## config.mk

```make
export PLATFORM = sky130hd
export DESIGN_NAME = mcdp_dim_store
export DESIGN_NICKNAME = d
export VERILOG_FILES = /design/src/hw/rtl/mcdp_pkg.sv /design/src/hw/rtl/mcdp_dim_store.sv
export SDC_FILE = /design/constraint.sdc
export NUM_CORES = 1
export LEC_CHECK = 0
export ABC_AREA = 1
export BUFFER_PORTS_ARGS = -buffer_cell sky130_fd_sc_hd__buf_2
export CAP_MARGIN = 20
export CORE_ASPECT_RATIO = 0.9
export CORE_MARGIN = 2
export CORE_UTILIZATION = 45
export CTS_BUF_LIST = sky130_fd_sc_hd__clkbuf_2
export DETAILED_ROUTE_END_ITERATION = 8
export GPL_ROUTABILITY_DRIVEN = 1
export PLACE_DENSITY = 0.65
export SLEW_MARGIN = 20
export SYNTH_ARGS = -nofsm -noshare
export SYNTH_HDL_FRONTEND = slang
export SYNTH_SLANG_ARGS = --single-unit
```

## constraint.sdc

```tcl
create_clock -name clock -period 1.7 [get_ports clock]
set_clock_uncertainty 0.15 [all_clocks]
set_input_delay 0.17 -clock clock [delete_from_list [all_inputs] [get_ports clock]]
set_output_delay 0.17 -clock clock [all_outputs]
set_load 0.01 [all_outputs]
```

## src/hw/rtl/mcdp_pkg.sv

```systemverilog
// Shared types and constants for the matrix chain order block.
// Depends on nothing; every other file of the block imports it.

package mcdp_pkg;

   // Fixed field widths of the transaction payloads.
   localparam int DIM_W     = 16;
   localparam int OUT_IDX_W = 4;
   localparam int COST_W    = 63;
   localparam int SPLIT_W   = 4;

   // Multiplier operand and product widths: p*p fits 32 bits, p*p*p fits 48.
   localparam int MULA_W = 2 * DIM_W;
   localparam int PROD_W = 3 * DIM_W;

   localparam logic [COST_W-1:0] COST_CAP = {COST_W{1'b1}};

   // One stored table entry: best split and minimal cost of a subchain.
   typedef struct packed {
      logic [SPLIT_W-1:0] split;
      logic [COST_W-1:0]  cost;
   } entry_type;

   // Sequencer states.
   typedef enum logic [3:0] {
      ST_IDLE,
      ST_PAIR_A,
      ST_PAIR_B,
      ST_PAIR_C,
      ST_PAIR_D,
      ST_K_RD,
      ST_K_MUL,
      ST_K_ADD,
      ST_K_CMP,
      ST_DUMP_RD,
      ST_DUMP_LD,
      ST_SINGLE
   } state_type;

   // Operation of the shared saturating adder.
   typedef enum logic [1:0] {
      ACC_HOLD,
      ACC_PAIR,
      ACC_PROD
   } acc_op_type;

   // Control from the sequencer to the arithmetic unit.
   typedef struct packed {
      logic       load_dim;
      logic       load_prod;
      logic       mul_en;
      acc_op_type acc_op;
      logic       left_zero;
      logic       right_zero;
      logic       cmp_en;
      logic       first_k;
   } arith_ctl_type;

endpackage

```

## src/hw/rtl/mcdp_dim_store.sv

```systemverilog
// Dimension memory: one write port and one registered read port.
// Depends on mcdp_pkg for the dimension width.

module mcdp_dim_store import mcdp_pkg::*; #(
   parameter int SLOTS  = 9,
   parameter int ADDR_W = 4
) (
   input  logic              clock,
   input  logic              wr_en,
   input  logic [ADDR_W-1:0] wr_addr,
   input  logic [DIM_W-1:0]  wr_data,
   input  logic [ADDR_W-1:0] rd_addr,
   output logic [DIM_W-1:0]  rd_data
);

   logic [DIM_W-1:0] dim_mem [SLOTS];
   logic [DIM_W-1:0] rd_data_ff;

   // Write on a stored dimension, read every cycle into the output register.
   always_ff @(posedge clock) begin
      if (wr_en) begin
         dim_mem[wr_addr] <= wr_data;
      end
      rd_data_ff <= dim_mem[rd_addr];
   end

   assign rd_data = rd_data_ff;

endmodule

```

==> results.md <==
- FF-to-FF Start: dim_mem[5][4]
- Hold_sp: wr_data[9]
- Failing checks: setup timing
- Worst-Skew Late Latency: 0.71 ns
- DP HPWL: 8610 microns
- Simple-gate area share of the yosys netlist: 19.6%
- Run status: finished, violations left
- N_diodes: 0
- Slowest cell on crit path: dlygate4sd3_1
- Chip Width: 130 microns
- Design area: 0.00756 sq mm
- Crit-path cells: dlygate4sd3_1, buf_2, inv_1, nand3_1, dlygate4sd3_1, nor2_1, buf_12
- Crit path from: wr_addr[3]
- Nets: 703
- Cell Int Power: 5.55 mW
- CP max stage delay: 0.63 ns
- R2R depth: 7
- Post-DRT Antenna Nets: 0
- DRC viols: 0
- Leading area contributor after synthesis: edfxtp_1
- Tcrit/Tclk final: 103%
- CP arrival: 2.04 ns
- Multiplexer share of the synthesized area: 0%
- All-Layer GR Usage: 20.0%
- Starting DRT DRC Count: 405
- Mapped Area: 0.00646 sq mm
- Row count: 41
- Top cells by area, synth: edfxtp_1 (67%), nand2_1 (11%), nand3_1 (7.7%), inv_1 (5.9%), dfxtp_1 (5.0%)
- Synth Area in XOR/XNOR: 0%
- GRT overflow: 0
- CTS tree: built
- Fmax: 0.569 GHz
- Clock Root Buffer: clkbuf_2
- Synth Register Bits: 160
- Setup crit end: dim_mem[6][11]
- Min-Delay Path Class: input port to flop
- Sequential Power Share: 61.2%
- Seq/Total Area, Yosys: 71.8%
- Netlist cell types: 11
- CTS Buffer Depth: 2
- Detailed-route vias per instance: 4.81
- Clock sinks: 160
- Die Area: 0.0153 sq mm
- Yosys top cell area share: 66.9%
- PwrDens: 953 mW/mm^2
- Final worst path period need: 1.76 ns
- FF-to-FF End: rd_data[4]
- Leakage: 3.27 nW
- Logic pwr share: 7.9%
- Total power: 7.21 mW
- Worst R2R Setup Slack: 0.11 ns
- Vert. Die Dim: 118 microns
- DRT Pass-1 Iters: 5
- Worst EP required: 1.98 ns
- Complex-gate fraction of the synthesized area: 0%
- Power share of the clock group: 30.9%
- Slew HR: 68.6%
- CP endpoint kind: flop
- H-tree lvl count: 4
- Drt wl/cell: 16.3 microns
- Max-cap check violation count: 0
- Slew @ Worst Pin: 0.471 ns
- Final Setup Violations: 32
- Ys Warns: 0
- Synth Area in Adders: 0%
- Core footprint: 0.0141 sq mm
- Initial Utilization: 46.0%
- CP max FO: 16
- CTS Buf Count: 17
- Antenna violations before repair: 0
- Layout cells sized above 1: 13.6%
- Sw Share: 22.9%
- Final WS setup: -0.0570 ns
- Syn_area_per_cell: 10.9 sq um
- Post-Syn Instances: 594
- Area grow syn2layout: 17.0%
- Max Transition Viols Final: 0
- RSZ-0062 raised after global routing: yes
- GPL Wtd Cong: 0.765
- Pin count of the biggest net entering global routing: 65
- Main combinational cell family by area after synthesis: simple AND/OR/NAND/NOR gates
- First-pass GRT wire length: 22600 microns
- PortBufs: 41
- Io pins: 42
- Startpoint Class: input port
- WS Path Type: input port to flop
- Mapped Nets: 620
- DRT Wirelength: 14400 microns
- Cell mode on critical path: dlygate4sd3_1
- Most frequent cells in the layout: nand2_1 (196), edfxtp_1 (144), inv_1 (102)
- Sw power: 1.65 mW
- Vias in the first global route: 4158
- Most common cell after layout, fill and taps aside: nand2_1
- Maximum VDD drop: 0.584 mV
- Clock-pin slew on the worst setup and hold paths: 0.22 ns
- Vias: 4249
- DP Worst Slack: 0.262 ns
- Hold Vio Cnt, Final: 0
- DP Area: 0.00699 sq mm
-- critical path, delay by kind of cell --
family / cells / cell delay [ns]
AND/OR/NAND/NOR: 2 / 0.30
buffers and inverters: 5 / 1.56
-- state kept, by name, indices dropped and copies added (netlist names) --
signal / cells
rd_data: 16
dim_mem: 144
-- cells by family after synthesis --
logic type / after synthesis
AND/OR/NAND/NOR: 304
flip-flops: 160
buffers and inverters: 130
-- metal layers --
metal  wire length, microns  up-vias  track usage, %
li1                       -     2078               -
met1                   6070     2036            26.5
met2                   7320      111            32.7
met3                    743       24            5.00
met4                    271        0            5.65
met5                      0        -               0
-- repair_timing --
item,4_1_cts,5_1_grt
setup endpoints to repair,0,12
hold buffers,30,0
setup buffers,0,0
hold endpoints to repair,304,0
resized for setup,0,4
-- how the worst min path moves through the flow --
stage,to,slack [ns],cells after the start
final,dim_mem[4][9],0.14,2
after global routing,dim_mem[6][3],0.06,2
after CTS,dim_mem[5][3],0.08,2
after detailed placement,rd_data[1],0.28,2
after global placement,rd_data[5],0.28,2
after floorplan,dim_mem[0][0],0.12,0
-- layout make-up --
| type | count | area, sq um |
|---|---|---|
| well taps | 193 | 241 |
| flip-flops and latches | 160 | 4640 |
| clock inverters | 13 | 169 |
| inverters | 104 | 393 |
| fillers | 1260 | 6490 |
| clock buffers | 19 | 95.1 |
| multi-input cells | 304 | 1270 |
| repair buffers | 90 | 748 |
-- power groups by stage --
stage                     sequential [mW]  clock, mW  combinational (mW)
after floorplan                      4.51          0               0.273
after detailed placement             4.50          0               0.517
after CTS                            4.41       2.26               0.574
after global routing                 4.42       2.44               0.633
after global placement               4.49          0               0.507
final                                4.41       2.23               0.569
-- cell usage after synthesis --
cell type  instances
edfxtp_1         144
inv_2              2
nor2_1             9
buf_4              7
nand3_1           99
inv_1            102
nand2_1          196
buf_2             15
clkbuf_1           1
buf_6              3
dfxtp_1           16
-- per-stage QoR --
step                      std cells  hold slack [ns]  setup TNS, ns  util, %
after floorplan                 594            0.119              0        -
after global placement          821            0.276              0     49.7
after detailed placement        821            0.277              0     49.7
after CTS                       883           0.0756              0     53.7
after global routing            883           0.0604         -0.293     53.8
final                           883            0.138         -0.981     53.8
No activity file was read; power rests on OpenSTA's default activity.
