## src/hw/rtl/mcdp_pkg.sv

```systemverilog
// Shared types and constants for the matrix chain order block.
// Depends on nothing; every other file of the block imports it.

package mcdp_pkg;

   // Fixed field widths of the transaction payloads.
   localparam int DIM_W     = 16;
   localparam int OUT_IDX_W = 4;
   localparam int COST_W    = 63;
   localparam int SPLIT_W   = 4;

   // Multiplier operand and product widths: p*p fits 32 bits, p*p*p fits 48.
   localparam int MULA_W = 2 * DIM_W;
   localparam int PROD_W = 3 * DIM_W;

   localparam logic [COST_W-1:0] COST_CAP = {COST_W{1'b1}};

   // One stored table entry: best split and minimal cost of a subchain.
   typedef struct packed {
      logic [SPLIT_W-1:0] split;
      logic [COST_W-1:0]  cost;
   } entry_type;

   // Sequencer states.
   typedef enum logic [3:0] {
      ST_IDLE,
      ST_PAIR_A,
      ST_PAIR_B,
      ST_PAIR_C,
      ST_PAIR_D,
      ST_K_RD,
      ST_K_MUL,
      ST_K_ADD,
      ST_K_CMP,
      ST_DUMP_RD,
      ST_DUMP_LD,
      ST_SINGLE
   } state_type;

   // Operation of the shared saturating adder.
   typedef enum logic [1:0] {
      ACC_HOLD,
      ACC_PAIR,
      ACC_PROD
   } acc_op_type;

   // Control from the sequencer to the arithmetic unit.
   typedef struct packed {
      logic       load_dim;
      logic       load_prod;
      logic       mul_en;
      acc_op_type acc_op;
      logic       left_zero;
      logic       right_zero;
      logic       cmp_en;
      logic       first_k;
   } arith_ctl_type;

endpackage

```

## src/hw/rtl/mcdp_arith.sv

```systemverilog
// Shared arithmetic unit: one 32x16 multiplier, one saturating adder and the
// running minimum of a split search. Depends on mcdp_pkg.

module mcdp_arith import mcdp_pkg::*; (
   input  logic              clock,
   input  arith_ctl_type     ctl,
   input  logic [DIM_W-1:0]  dim_rd,
   input  logic [COST_W-1:0] left_cost,
   input  logic [COST_W-1:0] right_cost,
   output logic              take,
   output logic [COST_W-1:0] acc,
   output logic [COST_W-1:0] best
);

   logic [MULA_W-1:0] mul_a_ff;
   logic [MULA_W-1:0] mul_a_in;
   logic [PROD_W-1:0] prod_ff;
   logic [PROD_W-1:0] prod_in;
   logic [PROD_W-1:0] product;
   logic [COST_W-1:0] acc_ff;
   logic [COST_W-1:0] acc_in;
   logic [COST_W-1:0] best_ff;
   logic [COST_W-1:0] best_in;
   logic [COST_W-1:0] add_a;
   logic [COST_W-1:0] add_b;
   logic [COST_W:0]   add_sum;
   logic [COST_W-1:0] add_sat;

   // The multiplier: first p[i-1]*p[j], then that product times p[k].
   assign product = mul_a_ff * dim_rd;

   // Operand selection for the shared saturating adder.
   always_comb begin
      add_a = acc_ff;
      add_b = COST_W'(prod_ff);
      if (ctl.acc_op == ACC_PAIR) begin
         add_a = ctl.left_zero ? '0 : left_cost;
         add_b = ctl.right_zero ? '0 : right_cost;
      end
   end

   assign add_sum = {1'b0, add_a} + {1'b0, add_b};
   assign add_sat = add_sum[COST_W] ? COST_CAP : add_sum[COST_W-1:0];

   // The first split always wins; later ones only when strictly cheaper.
   assign take = ctl.first_k || (acc_ff < best_ff);

   // Next values of the operand, product, accumulator and minimum registers.
   always_comb begin
      mul_a_in = mul_a_ff;
      prod_in  = prod_ff;
      acc_in   = acc_ff;
      best_in  = best_ff;
      if (ctl.load_dim) begin
         mul_a_in = MULA_W'(dim_rd);
      end else if (ctl.load_prod) begin
         mul_a_in = prod_ff[MULA_W-1:0];
      end
      if (ctl.mul_en) begin
         prod_in = product;
      end
      unique case (ctl.acc_op)
         ACC_PAIR, ACC_PROD: acc_in = add_sat;
         default:            acc_in = acc_ff;
      endcase
      if (ctl.cmp_en && take) begin
         best_in = acc_ff;
      end
   end

   always_ff @(posedge clock) begin
      mul_a_ff <= mul_a_in;
      prod_ff  <= prod_in;
      acc_ff   <= acc_in;
      best_ff  <= best_in;
   end

   assign acc  = acc_ff;
   assign best = best_ff;

endmodule

```

## config.mk

```make
export PLATFORM = sky130hd
export DESIGN_NAME = mcdp_arith
export DESIGN_NICKNAME = d
export VERILOG_FILES = /design/src/hw/rtl/mcdp_pkg.sv /design/src/hw/rtl/mcdp_arith.sv
export SDC_FILE = /design/constraint.sdc
export NUM_CORES = 2
export LEC_CHECK = 0
export ABC_CLOCK_PERIOD_IN_PS = 9200
export BUFFER_PORTS_ARGS = -buffer_cell sky130_fd_sc_hd__buf_2
export CORE_ASPECT_RATIO = 0.9
export CORE_MARGIN = 8
export CORE_UTILIZATION = 60
export CTS_BUF_LIST = sky130_fd_sc_hd__clkbuf_4 sky130_fd_sc_hd__clkbuf_8
export CTS_CLUSTER_DIAMETER = 80
export DETAILED_ROUTE_END_ITERATION = 10
export GPL_ROUTABILITY_DRIVEN = 1
export GPL_TIMING_DRIVEN = 0
export MAX_ROUTING_LAYER = met4
export PLACE_DENSITY_LB_ADDON = 0.1
export SYNTH_ARGS = -nofsm -noshare
export SYNTH_HDL_FRONTEND = slang
export SYNTH_SLANG_ARGS = --single-unit
```

## constraint.sdc

```tcl
create_clock -name clock -period 9.2 [get_ports clock]
set_clock_uncertainty 0.1 [all_clocks]
set_input_delay 1.84 -clock clock [delete_from_list [all_inputs] [get_ports clock]]
set_output_delay 1.84 -clock clock [all_outputs]
set_load 0.02 [all_outputs]
```

==> metrics.csv <==
stage,metric,value,unit
sta,"Period Utilization, post-route",0.960,
grt,Total GRT Usage,0.361,
hold_path,Hold Path End,mul_a_ff[31],
logic_synthesis,share of the synthesized area in the top cell type,0.284,
finish,Area Overhead vs Synth,10.0,%
hold_path,Worst Hold Depth,2,
drt,DRC viols,0,
setup_path,FF-to-FF End,prod_ff[46],
logic_synthesis,synth warn,0,
clock_network,Skew-Pair Late Insertion Delay,0.56,ns
sta,RSZ-0062 raised after global routing,false,
clock_network,CTS tree,done,
setup_path,Worst Setup Path Type,in2reg,
grt,largest net degree at the start of global routing,64,
finish,fin util,0.665,
sta,Hold Fails Final Rpt,0,
drt,highest routed layer,met4,
drt,first-pass iteration count of the detailed router,8,
logic_synthesis,largest cells by area after synthesis,"fa_1 28%, edfxtp_1 19%, ha_1 10%",
placement,RD Place Congestion,0.992,
placement,Area after DPL,0.0318,mm2
finish,fraction of layout instances using a drive strength above 1,0.0986,
drt,Routed met2 length,44200,um
setup_path,CP Max Fanout,10,
grt,GR Overflow Total,0,
drt,wire length on met1,40200,um
sta,setup violators final,0,
hold_path,worst hold-check path type,reg2reg,
placement,DP HPWL,81600,um
logic_synthesis,"area leader, netlist",fa_1,
clock_network,cts bufs inserted,35,
clock_network,Clock Tree Buf Depth,3,
logic_synthesis,number of synthesized flops with an enable pin,190,
drt,remaining antenna violation count,0,
drt,met3 WL post-DR,10300,um
logic_synthesis,mapped cell area,0.0296,mm2
setup_path,crit start category,input port,
sta,Max-slew headroom,0.199,
flow_run,Max Cap Viol,0,
sta,pins over their slew limit,0,
die,Die Span X,250,um
clock_network,Resized Gates After CTS,0,
clock_network,Worst-path clk slew,0.07,ns
grt,first-pass GRT wire length,152000,um
sta,Final min period,8.83,ns
logic_synthesis,Synth Register Bits,206,
clock_network,post-CTS setup buffers,0,
finish,final net count,4481,
logic_synthesis,Mean Syn Cell Area,8.83,um2
logic_synthesis,ys flop type,edfxtp_1,
die,Die Y,227,um
drt,Via Count,25300,
drt,WL/cell,22.9,um
setup_path,R2R cell count,23,
setup_path,r2r setup slk,1.34,ns
sta,worst slew pin tran,1.20,ns
logic_synthesis,Post-synth ARST share,0,
run_status,status,"complete, no violations",
logic_synthesis,Synth top cells by count,"658 x inv_1, 557 x nand2_1, 419 x fa_1",
sta,fmax,113,MHz
die,die footprint,0.0567,mm2
setup_path,RR Startpoint,mul_a_ff[9],
die,core outline area,0.0489,mm2
logic_synthesis,Synth cell types,71,
logic_synthesis,post-synth net total,4167,
drt,DRT iter0 DRCs,2235,
setup_path,CP Capture Type,flop,
drt,number of vias per cell,5.84,
grt,vias in the first global route,26200,
placement,Port Buffers,276,
finish,Finished Cell Area,0.0325,mm2
grt,initial antenna violation count,8,
setup_path,Arrival @ worst endpoint,9.08,ns
die,Initial Utilization,0.604,
clock_network,Root Driver,clkbuf_8,
drt,DRT Wirelength,99100,um
finish,FILL cells,4115,
clock_network,# clock sinks,206,
clock_network,H-tree depth,2,
logic_synthesis,sequential share of the synthesized area,0.204,
logic_synthesis,synthesized instance count,3350,
clock_network,cts-stage hold buffer count,0,
logic_synthesis,"count leader, synth",inv_1,
sta,Hold Slack,0.419,ns
setup_path,data required time of the worst path,9.45,ns
die,Rows,77,
hold_path,hold wc startpoint,prod_ff[31],
die,io pins,279,
[worst max-delay path: stages]
cell,delay (ns)
buf_2,0.26
clkbuf_1,0.65
nand2_1,0.16
fa_1,0.56
fa_1,0.45
fa_1,0.49
fa_1,0.50
inv_1,0.05
fa_1,0.53
inv_1,0.07
fa_1,0.53
inv_1,0.05
ha_1,0.26
buf_2,0.17
nand4_1,0.14
nor4_1,0.49
nor4_1,0.16
o21ai_1,0.43
nor2_1,0.13
o21a_1,0.27
o21ai_1,0.22
nand3_1,0.15
o21ai_0,0.23
xor2_1,0.27
[cell type report]
cell class	count	area, um2	share of cell area
clock buffers	45	588	0.0181
diodes	13	32.5	0.00100
well taps	632	791	0.0243
flip-flops and latches	206	6030	0.185
repair buffers	277	1400	0.0431
inverters	658	2470	0.0759
plain buffers	143	557	0.0171
clock inverters	18	144	0.00442
multi-input cells	2343	20500	0.631
[kinds of logic (layout without fill, tap and decap cells)]
logic type	count (synthesis)	in the layout	synth area share
AO/OA/AOI/OAI	547	547	0.112
flip-flops	206	206	0.204
adder cells (fa/ha/maj)	665	665	0.388
other	0	13	0
AND/OR/NAND/NOR	1017	1017	0.160
XOR/XNOR	95	95	0.0281
multiplexers	19	19	0.00643
buffers and inverters	801	1141	0.102
[placed cells by master, fill, tap and decap left out, types with 40 or more instances in the layout]
master and n:
edfxtp_1 190, a21o_1 76, and2_1 244, clkbuf_8 40, nor2_1 86, o21ai_0 213, buf_2 284, ha_1 246
xnor2_1 61, nand2_1 557, fa_1 419, inv_1 657, clkbuf_1 131, a21oi_1 143
[how the worst max path moves through the flow]
stage          startpoint           to  slack, ns  depth (start not counted)
2_1_floorplan   dim_rd[6]  prod_ff[46]       1.44                         24
3_3_place_gp    dim_rd[6]  prod_ff[46]      -0.16                         25
3_5_place_dp    dim_rd[6]  prod_ff[46]      -0.22                         25
4_1_cts         dim_rd[6]  prod_ff[46]       0.36                         25
5_1_grt         dim_rd[2]  prod_ff[46]       0.15                         24
6_report        dim_rd[2]  prod_ff[46]       0.37                         24
[sequential cells by signal, indices dropped and copies added, names as in the netlist]
name / cells
acc: 63
mul_a_ff: 32
best: 63
prod_ff: 48
[routing by layer]
layer,vias to the layer above,GRT usage
li1,11200,-
met3,283,0.0888
met1,12500,0.465
met5,-,-
met4,0,0.132
met2,1325,0.557
[metrics by stage]
| stage | TNS, ns | instances | setup slack (ns) |
|---|---|---|---|
| 3_3_place_gp | -0.219 | 4258 | -0.160 |
| 2_1_floorplan | 0 | 3350 | 1.44 |
| 6_report | 0 | 4335 | 0.372 |
| 3_5_place_dp | -0.376 | 4259 | -0.217 |
| 5_1_grt | 0 | 4335 | 0.153 |
| 4_1_cts | 0 | 4322 | 0.358 |
Power is not shown: default switching activity piles up to over one toggle a cycle in this logic, so the estimate is an artifact.
